$ cat src/bbc_pkg.sv
// Shared types, constants and register codes of the bitmap blitter.
package bbc_pkg;

   localparam int ADDR_WIDTH = 16;
   localparam int PROD_WIDTH = 17;
   localparam logic [PROD_WIDTH-1:0] ADDR_MASK = PROD_WIDTH'((1 << ADDR_WIDTH) - 1);

   typedef enum logic [2:0] {
      CSR_DEST_X         = 3'd0,
      CSR_DEST_Y         = 3'd1,
      CSR_WIDTH_BITS     = 3'd2,
      CSR_ROW_COUNT      = 3'd3,
      CSR_CLEAR_MODE     = 3'd4,
      CSR_BYTES_PER_LINE = 3'd5,
      CSR_SCREEN_LINES   = 3'd6
   } csr_index_type;

   typedef struct packed {
      logic [7:0] dest_x;
      logic [7:0] dest_y;
      logic [7:0] width_bits;
      logic [7:0] row_count;
      logic       clear_mode;
      logic [7:0] bytes_per_line;
      logic [7:0] screen_lines;
   } cfg_type;

   typedef struct packed {
      logic       busy;
      logic       load;
      logic [7:0] start_row;
   } ctrl_type;

   typedef struct packed {
      logic [15:0] screen_address;
      logic [7:0]  bit_mask;
      logic        clear_bits;
      logic        end_of_run;
      logic        end_of_blit;
   } result_type;

   typedef struct packed {
      logic       valid;
      logic       two;
      result_type first;
      result_type second;
   } push_type;

endpackage

$ cat src/bbc_req_if.sv
// Handshake channel that carries bitmap bytes into the blitter.
interface bbc_req_if;
   logic       valid;
   logic       ready;
   logic [7:0] bitmap_byte;

   modport source (output valid, output bitmap_byte, input ready);
   modport sink (input valid, input bitmap_byte, output ready);
endinterface

$ cat src/bbc_rsp_if.sv
// Handshake channel that carries frame buffer update commands out of the blitter.
interface bbc_rsp_if;
   logic        valid;
   logic        ready;
   logic [15:0] screen_address;
   logic [7:0]  bit_mask;
   logic        clear_bits;
   logic        end_of_run;
   logic        end_of_blit;

   modport source (output valid, output screen_address, output bit_mask,
                   output clear_bits, output end_of_run, output end_of_blit, input ready);
   modport sink (input valid, input screen_address, input bit_mask,
                 input clear_bits, input end_of_run, input end_of_blit, output ready);
endinterface

$ cat src/bbc_csr.sv
// Configuration registers and the serial unit that reduces the start row modulo the screen height.
module bbc_csr (
   input  logic                clock,
   input  logic                reset,
   input  logic                csr_wr_en,
   input  logic [2:0]          csr_index,
   input  logic [7:0]          csr_wdata,
   output bbc_pkg::cfg_type    cfg,
   output bbc_pkg::ctrl_type   ctrl
);

   bbc_pkg::cfg_type cfg_ff, cfg_in;
   logic             hit;
   logic             busy_ff;
   logic             load_ff;
   logic [2:0]       step_ff;
   logic [7:0]       rem_ff, rem_in;
   logic [7:0]       start_row_ff;
   logic [8:0]       trial;
   logic [8:0]       eff_lines;

   always_comb begin
      cfg_in = cfg_ff;
      hit = 1'b0;
      if (csr_wr_en) begin
         unique case (bbc_pkg::csr_index_type'(csr_index))
            bbc_pkg::CSR_DEST_X: begin
               cfg_in.dest_x = csr_wdata;
               hit = 1'b1;
            end
            bbc_pkg::CSR_DEST_Y: begin
               cfg_in.dest_y = csr_wdata;
               hit = 1'b1;
            end
            bbc_pkg::CSR_WIDTH_BITS: begin
               cfg_in.width_bits = csr_wdata;
               hit = 1'b1;
            end
            bbc_pkg::CSR_ROW_COUNT: begin
               cfg_in.row_count = csr_wdata;
               hit = 1'b1;
            end
            bbc_pkg::CSR_CLEAR_MODE: begin
               cfg_in.clear_mode = csr_wdata[0];
               hit = 1'b1;
            end
            bbc_pkg::CSR_BYTES_PER_LINE: begin
               cfg_in.bytes_per_line = csr_wdata;
               hit = 1'b1;
            end
            bbc_pkg::CSR_SCREEN_LINES: begin
               cfg_in.screen_lines = csr_wdata;
               hit = 1'b1;
            end
            default: begin
               hit = 1'b0;
            end
         endcase
      end
   end

   // One quotient bit per cycle of a restoring division; only the remainder is kept.
   always_comb begin
      eff_lines = {(cfg_ff.screen_lines == 8'd0), cfg_ff.screen_lines};
      trial = {rem_ff, cfg_ff.dest_y[~step_ff]};
      rem_in = (trial >= eff_lines) ? 8'(trial - eff_lines) : trial[7:0];
   end

   always_ff @(posedge clock) begin
      if (reset) begin
         cfg_ff.dest_x <= 8'd0;
         cfg_ff.dest_y <= 8'd0;
         cfg_ff.width_bits <= 8'd8;
         cfg_ff.row_count <= 8'd1;
         cfg_ff.clear_mode <= 1'b0;
         cfg_ff.bytes_per_line <= 8'd16;
         cfg_ff.screen_lines <= 8'd96;
         busy_ff <= 1'b0;
         load_ff <= 1'b0;
         step_ff <= 3'd0;
         rem_ff <= 8'd0;
         start_row_ff <= 8'd0;
      end else begin
         cfg_ff <= cfg_in;
         load_ff <= 1'b0;
         if (hit) begin
            busy_ff <= 1'b1;
            step_ff <= 3'd0;
            rem_ff <= 8'd0;
         end else if (busy_ff) begin
            rem_ff <= rem_in;
            step_ff <= step_ff + 3'd1;
            if (step_ff == 3'd7) begin
               busy_ff <= 1'b0;
               load_ff <= 1'b1;
               start_row_ff <= rem_in;
            end
         end
      end
   end

   assign cfg = cfg_ff;
   assign ctrl.busy = busy_ff;
   assign ctrl.load = load_ff;
   assign ctrl.start_row = start_row_ff;

endmodule

$ cat src/bbc_gen.sv
// Input register, blit position state and the logic that forms the update commands.
module bbc_gen (
   input  logic               clock,
   input  logic               reset,
   input  bbc_pkg::cfg_type   cfg,
   input  bbc_pkg::ctrl_type  ctrl,
   bbc_req_if.sink            req_bus,
   input  logic [1:0]         space,
   output bbc_pkg::push_type  push
);

   logic       valid_ff;
   logic [7:0] byte_ff;
   logic [4:0] byte_in_row_ff;
   logic [7:0] row_index_ff;
   logic [7:0] column_ff;
   logic [7:0] row_ff;

   logic [2:0]  shift;
   logic        two;
   logic        fire;
   logic [8:0]  eff_bpl;
   logic [8:0]  eff_lines;
   logic [8:0]  width_up;
   logic [4:0]  last_byte;
   logic [7:0]  last_row;
   logic        row_end;
   logic        blit_end;
   logic [8:0]  col_inc;
   logic [7:0]  col2;
   logic [8:0]  row_inc;
   logic [7:0]  row_next;
   logic [16:0] prod;
   logic [16:0] addr1;
   logic [16:0] addr2;
   logic [15:0] spread;

   always_comb begin
      shift = cfg.dest_x[2:0];
      two = (shift != 3'd0);
      fire = valid_ff && (two ? (space == 2'd2) : (space != 2'd0));
      eff_bpl = {(cfg.bytes_per_line == 8'd0), cfg.bytes_per_line};
      eff_lines = {(cfg.screen_lines == 8'd0), cfg.screen_lines};
      width_up = {1'b0, cfg.width_bits} + 9'd7;
      last_byte = 5'(width_up[8:3] - 6'd1);
      last_row = cfg.row_count - 8'd1;
      row_end = (byte_in_row_ff == last_byte);
      blit_end = row_end && (row_index_ff == last_row);
      col_inc = {1'b0, column_ff} + 9'd1;
      col2 = (col_inc >= eff_bpl) ? 8'd0 : col_inc[7:0];
      row_inc = {1'b0, row_ff} + 9'd1;
      row_next = (row_inc >= eff_lines) ? 8'd0 : row_inc[7:0];
      prod = {9'd0, row_ff} * {8'd0, eff_bpl};
      addr1 = (prod + {9'd0, column_ff}) & bbc_pkg::ADDR_MASK;
      addr2 = (prod + {9'd0, col2}) & bbc_pkg::ADDR_MASK;
      spread = {byte_ff, 8'd0} >> shift;

      push.valid = fire;
      push.two = two;
      push.first.screen_address = addr1[15:0];
      push.first.bit_mask = spread[15:8];
      push.first.clear_bits = cfg.clear_mode;
      push.first.end_of_run = !two;
      push.first.end_of_blit = blit_end && !two;
      push.second.screen_address = addr2[15:0];
      push.second.bit_mask = spread[7:0];
      push.second.clear_bits = cfg.clear_mode;
      push.second.end_of_run = 1'b1;
      push.second.end_of_blit = blit_end;
   end

   assign req_bus.ready = !ctrl.busy && !ctrl.load && (!valid_ff || fire);

   always_ff @(posedge clock) begin
      if (reset) begin
         valid_ff <= 1'b0;
      end else if (req_bus.valid && req_bus.ready) begin
         valid_ff <= 1'b1;
      end else if (fire) begin
         valid_ff <= 1'b0;
      end
   end

   always_ff @(posedge clock) begin
      if (req_bus.valid && req_bus.ready) begin
         byte_ff <= req_bus.bitmap_byte;
      end
   end

   always_ff @(posedge clock) begin
      if (reset) begin
         byte_in_row_ff <= 5'd0;
         row_index_ff <= 8'd0;
         column_ff <= 8'd0;
         row_ff <= 8'd0;
      end else if (ctrl.load || (fire && blit_end)) begin
         byte_in_row_ff <= 5'd0;
         row_index_ff <= 8'd0;
         column_ff <= {3'd0, cfg.dest_x[7:3]};
         row_ff <= ctrl.start_row;
      end else if (fire && row_end) begin
         byte_in_row_ff <= 5'd0;
         row_index_ff <= row_index_ff + 8'd1;
         column_ff <= {3'd0, cfg.dest_x[7:3]};
         row_ff <= row_next;
      end else if (fire) begin
         byte_in_row_ff <= byte_in_row_ff + 5'd1;
         column_ff <= col2;
      end
   end

endmodule

$ cat src/bbc_outq.sv
// Two-entry result queue that drives the update command channel.
module bbc_outq (
   input  logic               clock,
   input  logic               reset,
   input  bbc_pkg::push_type  push,
   output logic [1:0]         space,
   bbc_rsp_if.source          rsp_bus
);

   bbc_pkg::result_type slot0_ff, slot0_in;
   bbc_pkg::result_type slot1_ff, slot1_in;
   logic [1:0]          count_ff, count_in;
   logic                pop;
   logic [1:0]          remain;

   always_comb begin
      pop = (count_ff != 2'd0) && rsp_bus.ready;
      remain = count_ff - {1'b0, pop};
      space = 2'd2 - remain;
      slot0_in = pop ? slot1_ff : slot0_ff;
      slot1_in = slot1_ff;
      count_in = remain;
      if (push.valid) begin
         count_in = remain + (push.two ? 2'd2 : 2'd1);
         if (remain == 2'd0) begin
            slot0_in = push.first;
            slot1_in = push.second;
         end else begin
            slot1_in = push.first;
         end
      end
   end

   always_ff @(posedge clock) begin
      if (reset) begin
         count_ff <= 2'd0;
      end else begin
         count_ff <= count_in;
      end
   end

   always_ff @(posedge clock) begin
      slot0_ff <= slot0_in;
      slot1_ff <= slot1_in;
   end

   assign rsp_bus.valid = (count_ff != 2'd0);
   assign rsp_bus.screen_address = slot0_ff.screen_address;
   assign rsp_bus.bit_mask = slot0_ff.bit_mask;
   assign rsp_bus.clear_bits = slot0_ff.clear_bits;
   assign rsp_bus.end_of_run = slot0_ff.end_of_run;
   assign rsp_bus.end_of_blit = slot0_ff.end_of_blit;

endmodule

$ cat src/bitmap_blit_or_clear_top.sv
// Top level of the one-bit bitmap blitter with sub-byte shift.
//
//   Channel   Direction  Transfer
//   req_bus   in         one bitmap byte per transfer
//   rsp_bus   out        one masked frame buffer update per transfer
//   csr_*     in         one register write per cycle with csr_wr_en high
//
// A byte yields one update when dest_x is a multiple of eight and two updates otherwise;
// input is paced by the single result channel, which carries one update per transfer.
// Each byte passes through the input register and then the result queue before rsp_bus.
// Reset is synchronous; every accepted register write holds off input while the start row
// is reduced modulo the screen height, one bit per cycle, and while the result is loaded.
// A stalled result channel fills the two-entry result queue and then stalls the input.
module bitmap_blit_or_clear_top (
   input  logic       clock,
   input  logic       reset,
   input  logic       csr_wr_en,
   input  logic [2:0] csr_index,
   input  logic [7:0] csr_wdata,
   bbc_req_if.sink    req_bus,
   bbc_rsp_if.source  rsp_bus
);

   bbc_pkg::cfg_type  cfg;
   bbc_pkg::ctrl_type ctrl;
   bbc_pkg::push_type push;
   logic [1:0]        space;

   bbc_csr u_csr (
      .clock     (clock),
      .reset     (reset),
      .csr_wr_en (csr_wr_en),
      .csr_index (csr_index),
      .csr_wdata (csr_wdata),
      .cfg       (cfg),
      .ctrl      (ctrl)
   );

   bbc_gen u_gen (
      .clock   (clock),
      .reset   (reset),
      .cfg     (cfg),
      .ctrl    (ctrl),
      .req_bus (req_bus),
      .space   (space),
      .push    (push)
   );

   bbc_outq u_outq (
      .clock   (clock),
      .reset   (reset),
      .push    (push),
      .space   (space),
      .rsp_bus (rsp_bus)
   );

endmodule
$ cat src/flat_wrapper.sv
// flat-port wrapper written by rule: the top's interface ports become plain ports
module bitmap_blit_or_clear_top_flat 
  (clock, reset, csr_wr_en, csr_index, csr_wdata, req_bus_valid, req_bus_bitmap_byte, req_bus_ready, rsp_bus_valid, rsp_bus_screen_address, rsp_bus_bit_mask, rsp_bus_clear_bits, rsp_bus_end_of_run, rsp_bus_end_of_blit, rsp_bus_ready);
  bbc_req_if req_bus_i ();
  bbc_rsp_if rsp_bus_i ();
  input  logic clock;
  input  logic reset;
  input  logic csr_wr_en;
  input  logic [2:0] csr_index;
  input  logic [7:0] csr_wdata;
  input wire logic [$bits(req_bus_i.valid)-1:0] req_bus_valid;
  input wire logic [$bits(req_bus_i.bitmap_byte)-1:0] req_bus_bitmap_byte;
  output wire logic [$bits(req_bus_i.ready)-1:0] req_bus_ready;
  output wire logic [$bits(rsp_bus_i.valid)-1:0] rsp_bus_valid;
  output wire logic [$bits(rsp_bus_i.screen_address)-1:0] rsp_bus_screen_address;
  output wire logic [$bits(rsp_bus_i.bit_mask)-1:0] rsp_bus_bit_mask;
  output wire logic [$bits(rsp_bus_i.clear_bits)-1:0] rsp_bus_clear_bits;
  output wire logic [$bits(rsp_bus_i.end_of_run)-1:0] rsp_bus_end_of_run;
  output wire logic [$bits(rsp_bus_i.end_of_blit)-1:0] rsp_bus_end_of_blit;
  input wire logic [$bits(rsp_bus_i.ready)-1:0] rsp_bus_ready;
  assign req_bus_i.valid = req_bus_valid;
  assign req_bus_i.bitmap_byte = req_bus_bitmap_byte;
  assign req_bus_ready = req_bus_i.ready;
  assign rsp_bus_valid = rsp_bus_i.valid;
  assign rsp_bus_screen_address = rsp_bus_i.screen_address;
  assign rsp_bus_bit_mask = rsp_bus_i.bit_mask;
  assign rsp_bus_clear_bits = rsp_bus_i.clear_bits;
  assign rsp_bus_end_of_run = rsp_bus_i.end_of_run;
  assign rsp_bus_end_of_blit = rsp_bus_i.end_of_blit;
  assign rsp_bus_i.ready = rsp_bus_ready;
  bitmap_blit_or_clear_top u_core (.clock(clock), .reset(reset), .csr_wr_en(csr_wr_en), .csr_index(csr_index), .csr_wdata(csr_wdata), .req_bus(req_bus_i), .rsp_bus(rsp_bus_i));
endmodule
$ cat config.mk
export PLATFORM = sky130hd
export DESIGN_NAME = bitmap_blit_or_clear_top_flat
export DESIGN_NICKNAME = d
export VERILOG_FILES = /design/src/bbc_pkg.sv /design/src/bbc_req_if.sv /design/src/bbc_rsp_if.sv /design/src/bbc_csr.sv /design/src/bbc_gen.sv /design/src/bbc_outq.sv /design/src/bitmap_blit_or_clear_top.sv /design/src/flat_wrapper.sv
export SDC_FILE = /design/constraint.sdc
export NUM_CORES = 1
export LEC_CHECK = 0
export BUFFER_PORTS_ARGS = -buffer_cell sky130_fd_sc_hd__buf_4
export CAP_MARGIN = 5
export CORE_MARGIN = 3
export CORE_UTILIZATION = 50
export CTS_BUF_LIST = sky130_fd_sc_hd__clkbuf_8
export DETAILED_ROUTE_END_ITERATION = 8
export PLACE_DENSITY_LB_ADDON = 0.2
export SYNTH_ARGS = -nofsm -noshare
export SYNTH_HDL_FRONTEND = slang
export SYNTH_HIERARCHICAL = 1
export SYNTH_SLANG_ARGS = --single-unit
$ cat constraint.sdc
create_clock -name clock -period 5.55 [get_ports clock]
set_input_delay 0.555 -clock clock [delete_from_list [all_inputs] [get_ports clock]]
set_output_delay 0.555 -clock clock [all_outputs]
set_load 0.005 [all_outputs]
==> run metrics <==
Data arrival, critical path 5.51 ns; Die Wd 162 um; die height 162 um; status completed; Routed Wire Length 27600 um; hold path cells 1; Initial DRT Pass Iterations 6; most common cell after layout, fill and taps aside nand2_1; Initial Util 51.3%; drt drc 0; Slew HR 34.2%; Starting DRT DRC Count 563; largest net degree at the start of global routing 68; r2r worst-path depth 19; Post-synth EDFFs 35; CTS H-tree depth 4; die area 26200 um2; synthesized flop and latch total 164; placer's final routability congestion estimate 0.850; Netlist cell types 79; Critical Path RT 5.77 ns; Final period util 95.3%; clock insertion delay at the later pin of the skew report 0.46 ns; IO buf count 52; pre-CTS WS 0.154 ns; final setup fails 0; Hold Startpoint req_bus_bitmap_byte[0]; hold_ws 0.278 ns; most frequent cells in the layout nand2_1, dfxtp_1, inv_1; worst vdd ir 340 uV; Critical Path Sink Type register; R2R Path Start u_core/u_csr/cfg[8]$_SDFFE_PP0P_; TNS Setup 0 ns; Main synth FF type dfxtp_1; pwr dens 311 nW/um2; clk root buf clkbuf_8; Worst-Margin Slew 0.985 ns; Synth Warn # 6; R2R setup slack 0.26 ns; Cell Rows 56; fraction of layout cells with a size suffix above 1 11.7%; LEAKAGE 5.72 nW; total CTS buffers 17; Final Hold Violating Endpoints 0; leading area contributor after synthesis dfxtp_1; register area share after synthesis 29.9%; clk_skew 0.0198 ns; core area 23700 um2; largest cells by area after synthesis dfxtp_1, ha_1, edfxtp_1; post-synth net total 1582; Synth Area per Inst 8.53 um2; clock slew at reported path FFs 0.10 ns; vias 9899; total design power 0.00412 W; Critical Path Fanout Max 10; # Post-CTS Setup Buffers 0; Synth top area share 21.3%; Crit Path Category register to register; Final #Nets 1619; Slew Viols, Final 0; share of async-settable or async-resettable flops after synthesis 0%; global-route wire length before repair 46800 um; RSZ-0062 raised after global routing no; DR WL/cell 15.4 um; Cell Count, Final, Fillers Out 1794; crit path time final 5.29 ns; Worst setup SP type register; R2R Path End u_core/u_outq/slot1_ff[26]$_DFFE_PP_; Post-DP HPWL 20700 um; Syn Inst Count 1425; ANT nets after route 0; max_cap viols 0; via/cell ratio 5.52; initial antenna violation count 0; gr ovfl total 0; I/O pin total 53; HP Class primary input to register; Post-Syn Area 12200 um2; max frequency 189 MHz; CTS tree yes; vias in the first global route 9555; CTS max path bufs 2; Tot GR Track Use 21.2%; ant diodes 0; hold path endpoint u_core/u_gen/byte_ff[0]$_DFFE_PP_; Sink Count 164; Final WS setup 0.261 ns; Placed Instances 1762; Area Growth Syn to Fin 8.97%
critical path: stages, from the launching register on:
cell and delay, ns:
dfxtp_1 0.33, buf_4 0.16, nand2_1 0.09, fa_1 0.51, fa_1 0.56, inv_1 0.06, fa_1 0.52, inv_1 0.05
fa_1 0.53, inv_1 0.04, ha_1 0.36, nor3_1 0.28, o21bai_1 0.12, a2111o_1 0.37, o311ai_1 0.13, nor4b_2 0.26
buf_4 0.17, and4_1 0.19, xnor2_1 0.08, mux2_2 0.27
metrics by stage:
step                      utilization (%)  cell area, um2
after global placement               54.2           12800
after detailed placement             54.2           12800
final                                55.9           13200
after floorplan                         -           12200
after global routing                 55.9           13200
after CTS                            55.8           13200
cells in the mapped netlist, types with 33 or more instances:
master,number
a21oi_1,85
and2_1,55
dfxtp_1,129
edfxtp_1,35
fa_1,44
ha_1,89
inv_1,111
nand2_1,251
nand3_1,35
nor2_1,62
nor3_1,60
o21ai_0,33
xnor2_1,46
xor2_1,38
where the power goes:
part / internal, W / total, W / switching (W)
logic: 0.000702 / 0.00162 / 0.000922
clock network: 0.000405 / 0.000887 / 0.000482
registers: 0.00148 / 0.00161 / 0.000131
total: 0.00259 / 0.00412 / 0.00153
metal layers:
metal / global-route usage (%) / up-vias / share of wire, %
li1: - / 5008 / -
met2: 35.3 / 199 / 47
met1: 29.6 / 4676 / 48
met5: 0 / - / 0
met3: 2.96 / 16 / 3.7
met4: 4.73 / 0 / 0.73
how the worst max path moves through the flow:
stage	start	endpoint	slack [ns]
after floorplan	u_core/u_csr/cfg[11]$_SDFFE_PP0P_	u_core/u_outq/slot1_ff[26]$_DFFE_PP_	0.009
after global placement	u_core/u_csr/cfg[11]$_SDFFE_PP0P_	u_core/u_outq/slot1_ff[26]$_DFFE_PP_	0.18
after detailed placement	u_core/u_csr/cfg[11]$_SDFFE_PP0P_	u_core/u_outq/slot1_ff[26]$_DFFE_PP_	0.15
after CTS	u_core/u_csr/cfg[11]$_SDFFE_PP0P_	u_core/u_outq/slot1_ff[26]$_DFFE_PP_	0.16
after global routing	u_core/u_csr/cfg[11]$_SDFFE_PP0P_	u_core/u_outq/slot1_ff[26]$_DFFE_PP_	0.04
final	u_core/u_csr/cfg[8]$_SDFFE_PP0P_	u_core/u_outq/slot1_ff[26]$_DFFE_PP_	0.26
state kept, by name, summed over array words and instances, names as in the netlist, 2 cells and up:
name / cells
u_core/u_csr/cfg: 49
u_core/u_outq/slot1_ff: 27
u_core/u_outq/rsp_bus.screen_address: 16
u_core/u_csr/rem_ff: 8
u_core/u_csr/start_row_ff: 8
u_core/u_gen/byte_ff: 8
u_core/u_gen/column_ff: 8
u_core/u_gen/row_ff: 8
u_core/u_gen/row_index_ff: 8
u_core/u_outq/rsp_bus.bit_mask: 8
u_core/u_gen/byte_in_row_ff: 5
u_core/u_csr/step_ff: 3
u_core/u_outq/count_ff: 2
cell families (layout without fill, tap and decap cells):
logic type	Yosys count	count (layout)	share of synthesized area (%)
other	2	2	0.0618
adders and majority gates	133	133	16.4
buffers and inverters	175	225	6.19
muxes	48	48	5.10
DFF	164	164	29.9
and+or+nand+nor	559	559	21.9
xor gates and xnor gates	86	86	6.37
AOI/OAI and AO/OA	258	258	14.1
timing repair:
action / CTS / global route
endpoints found under the setup margin: 0 / 5
hold buffers: 0 / 0
gates resized for setup: 0 / 10
final cells by class:
type / instances / area, um2
multi-input combinational: 1086 / 7790
sequential: 164 / 3640
timing repair buffer: 80 / 601
tap: 319 / 399
inverter: 113 / 424
clock buffer: 17 / 234
fill: 2226 / 10400
clock inverter: 15 / 151
(Power assumes the default switching activity.)
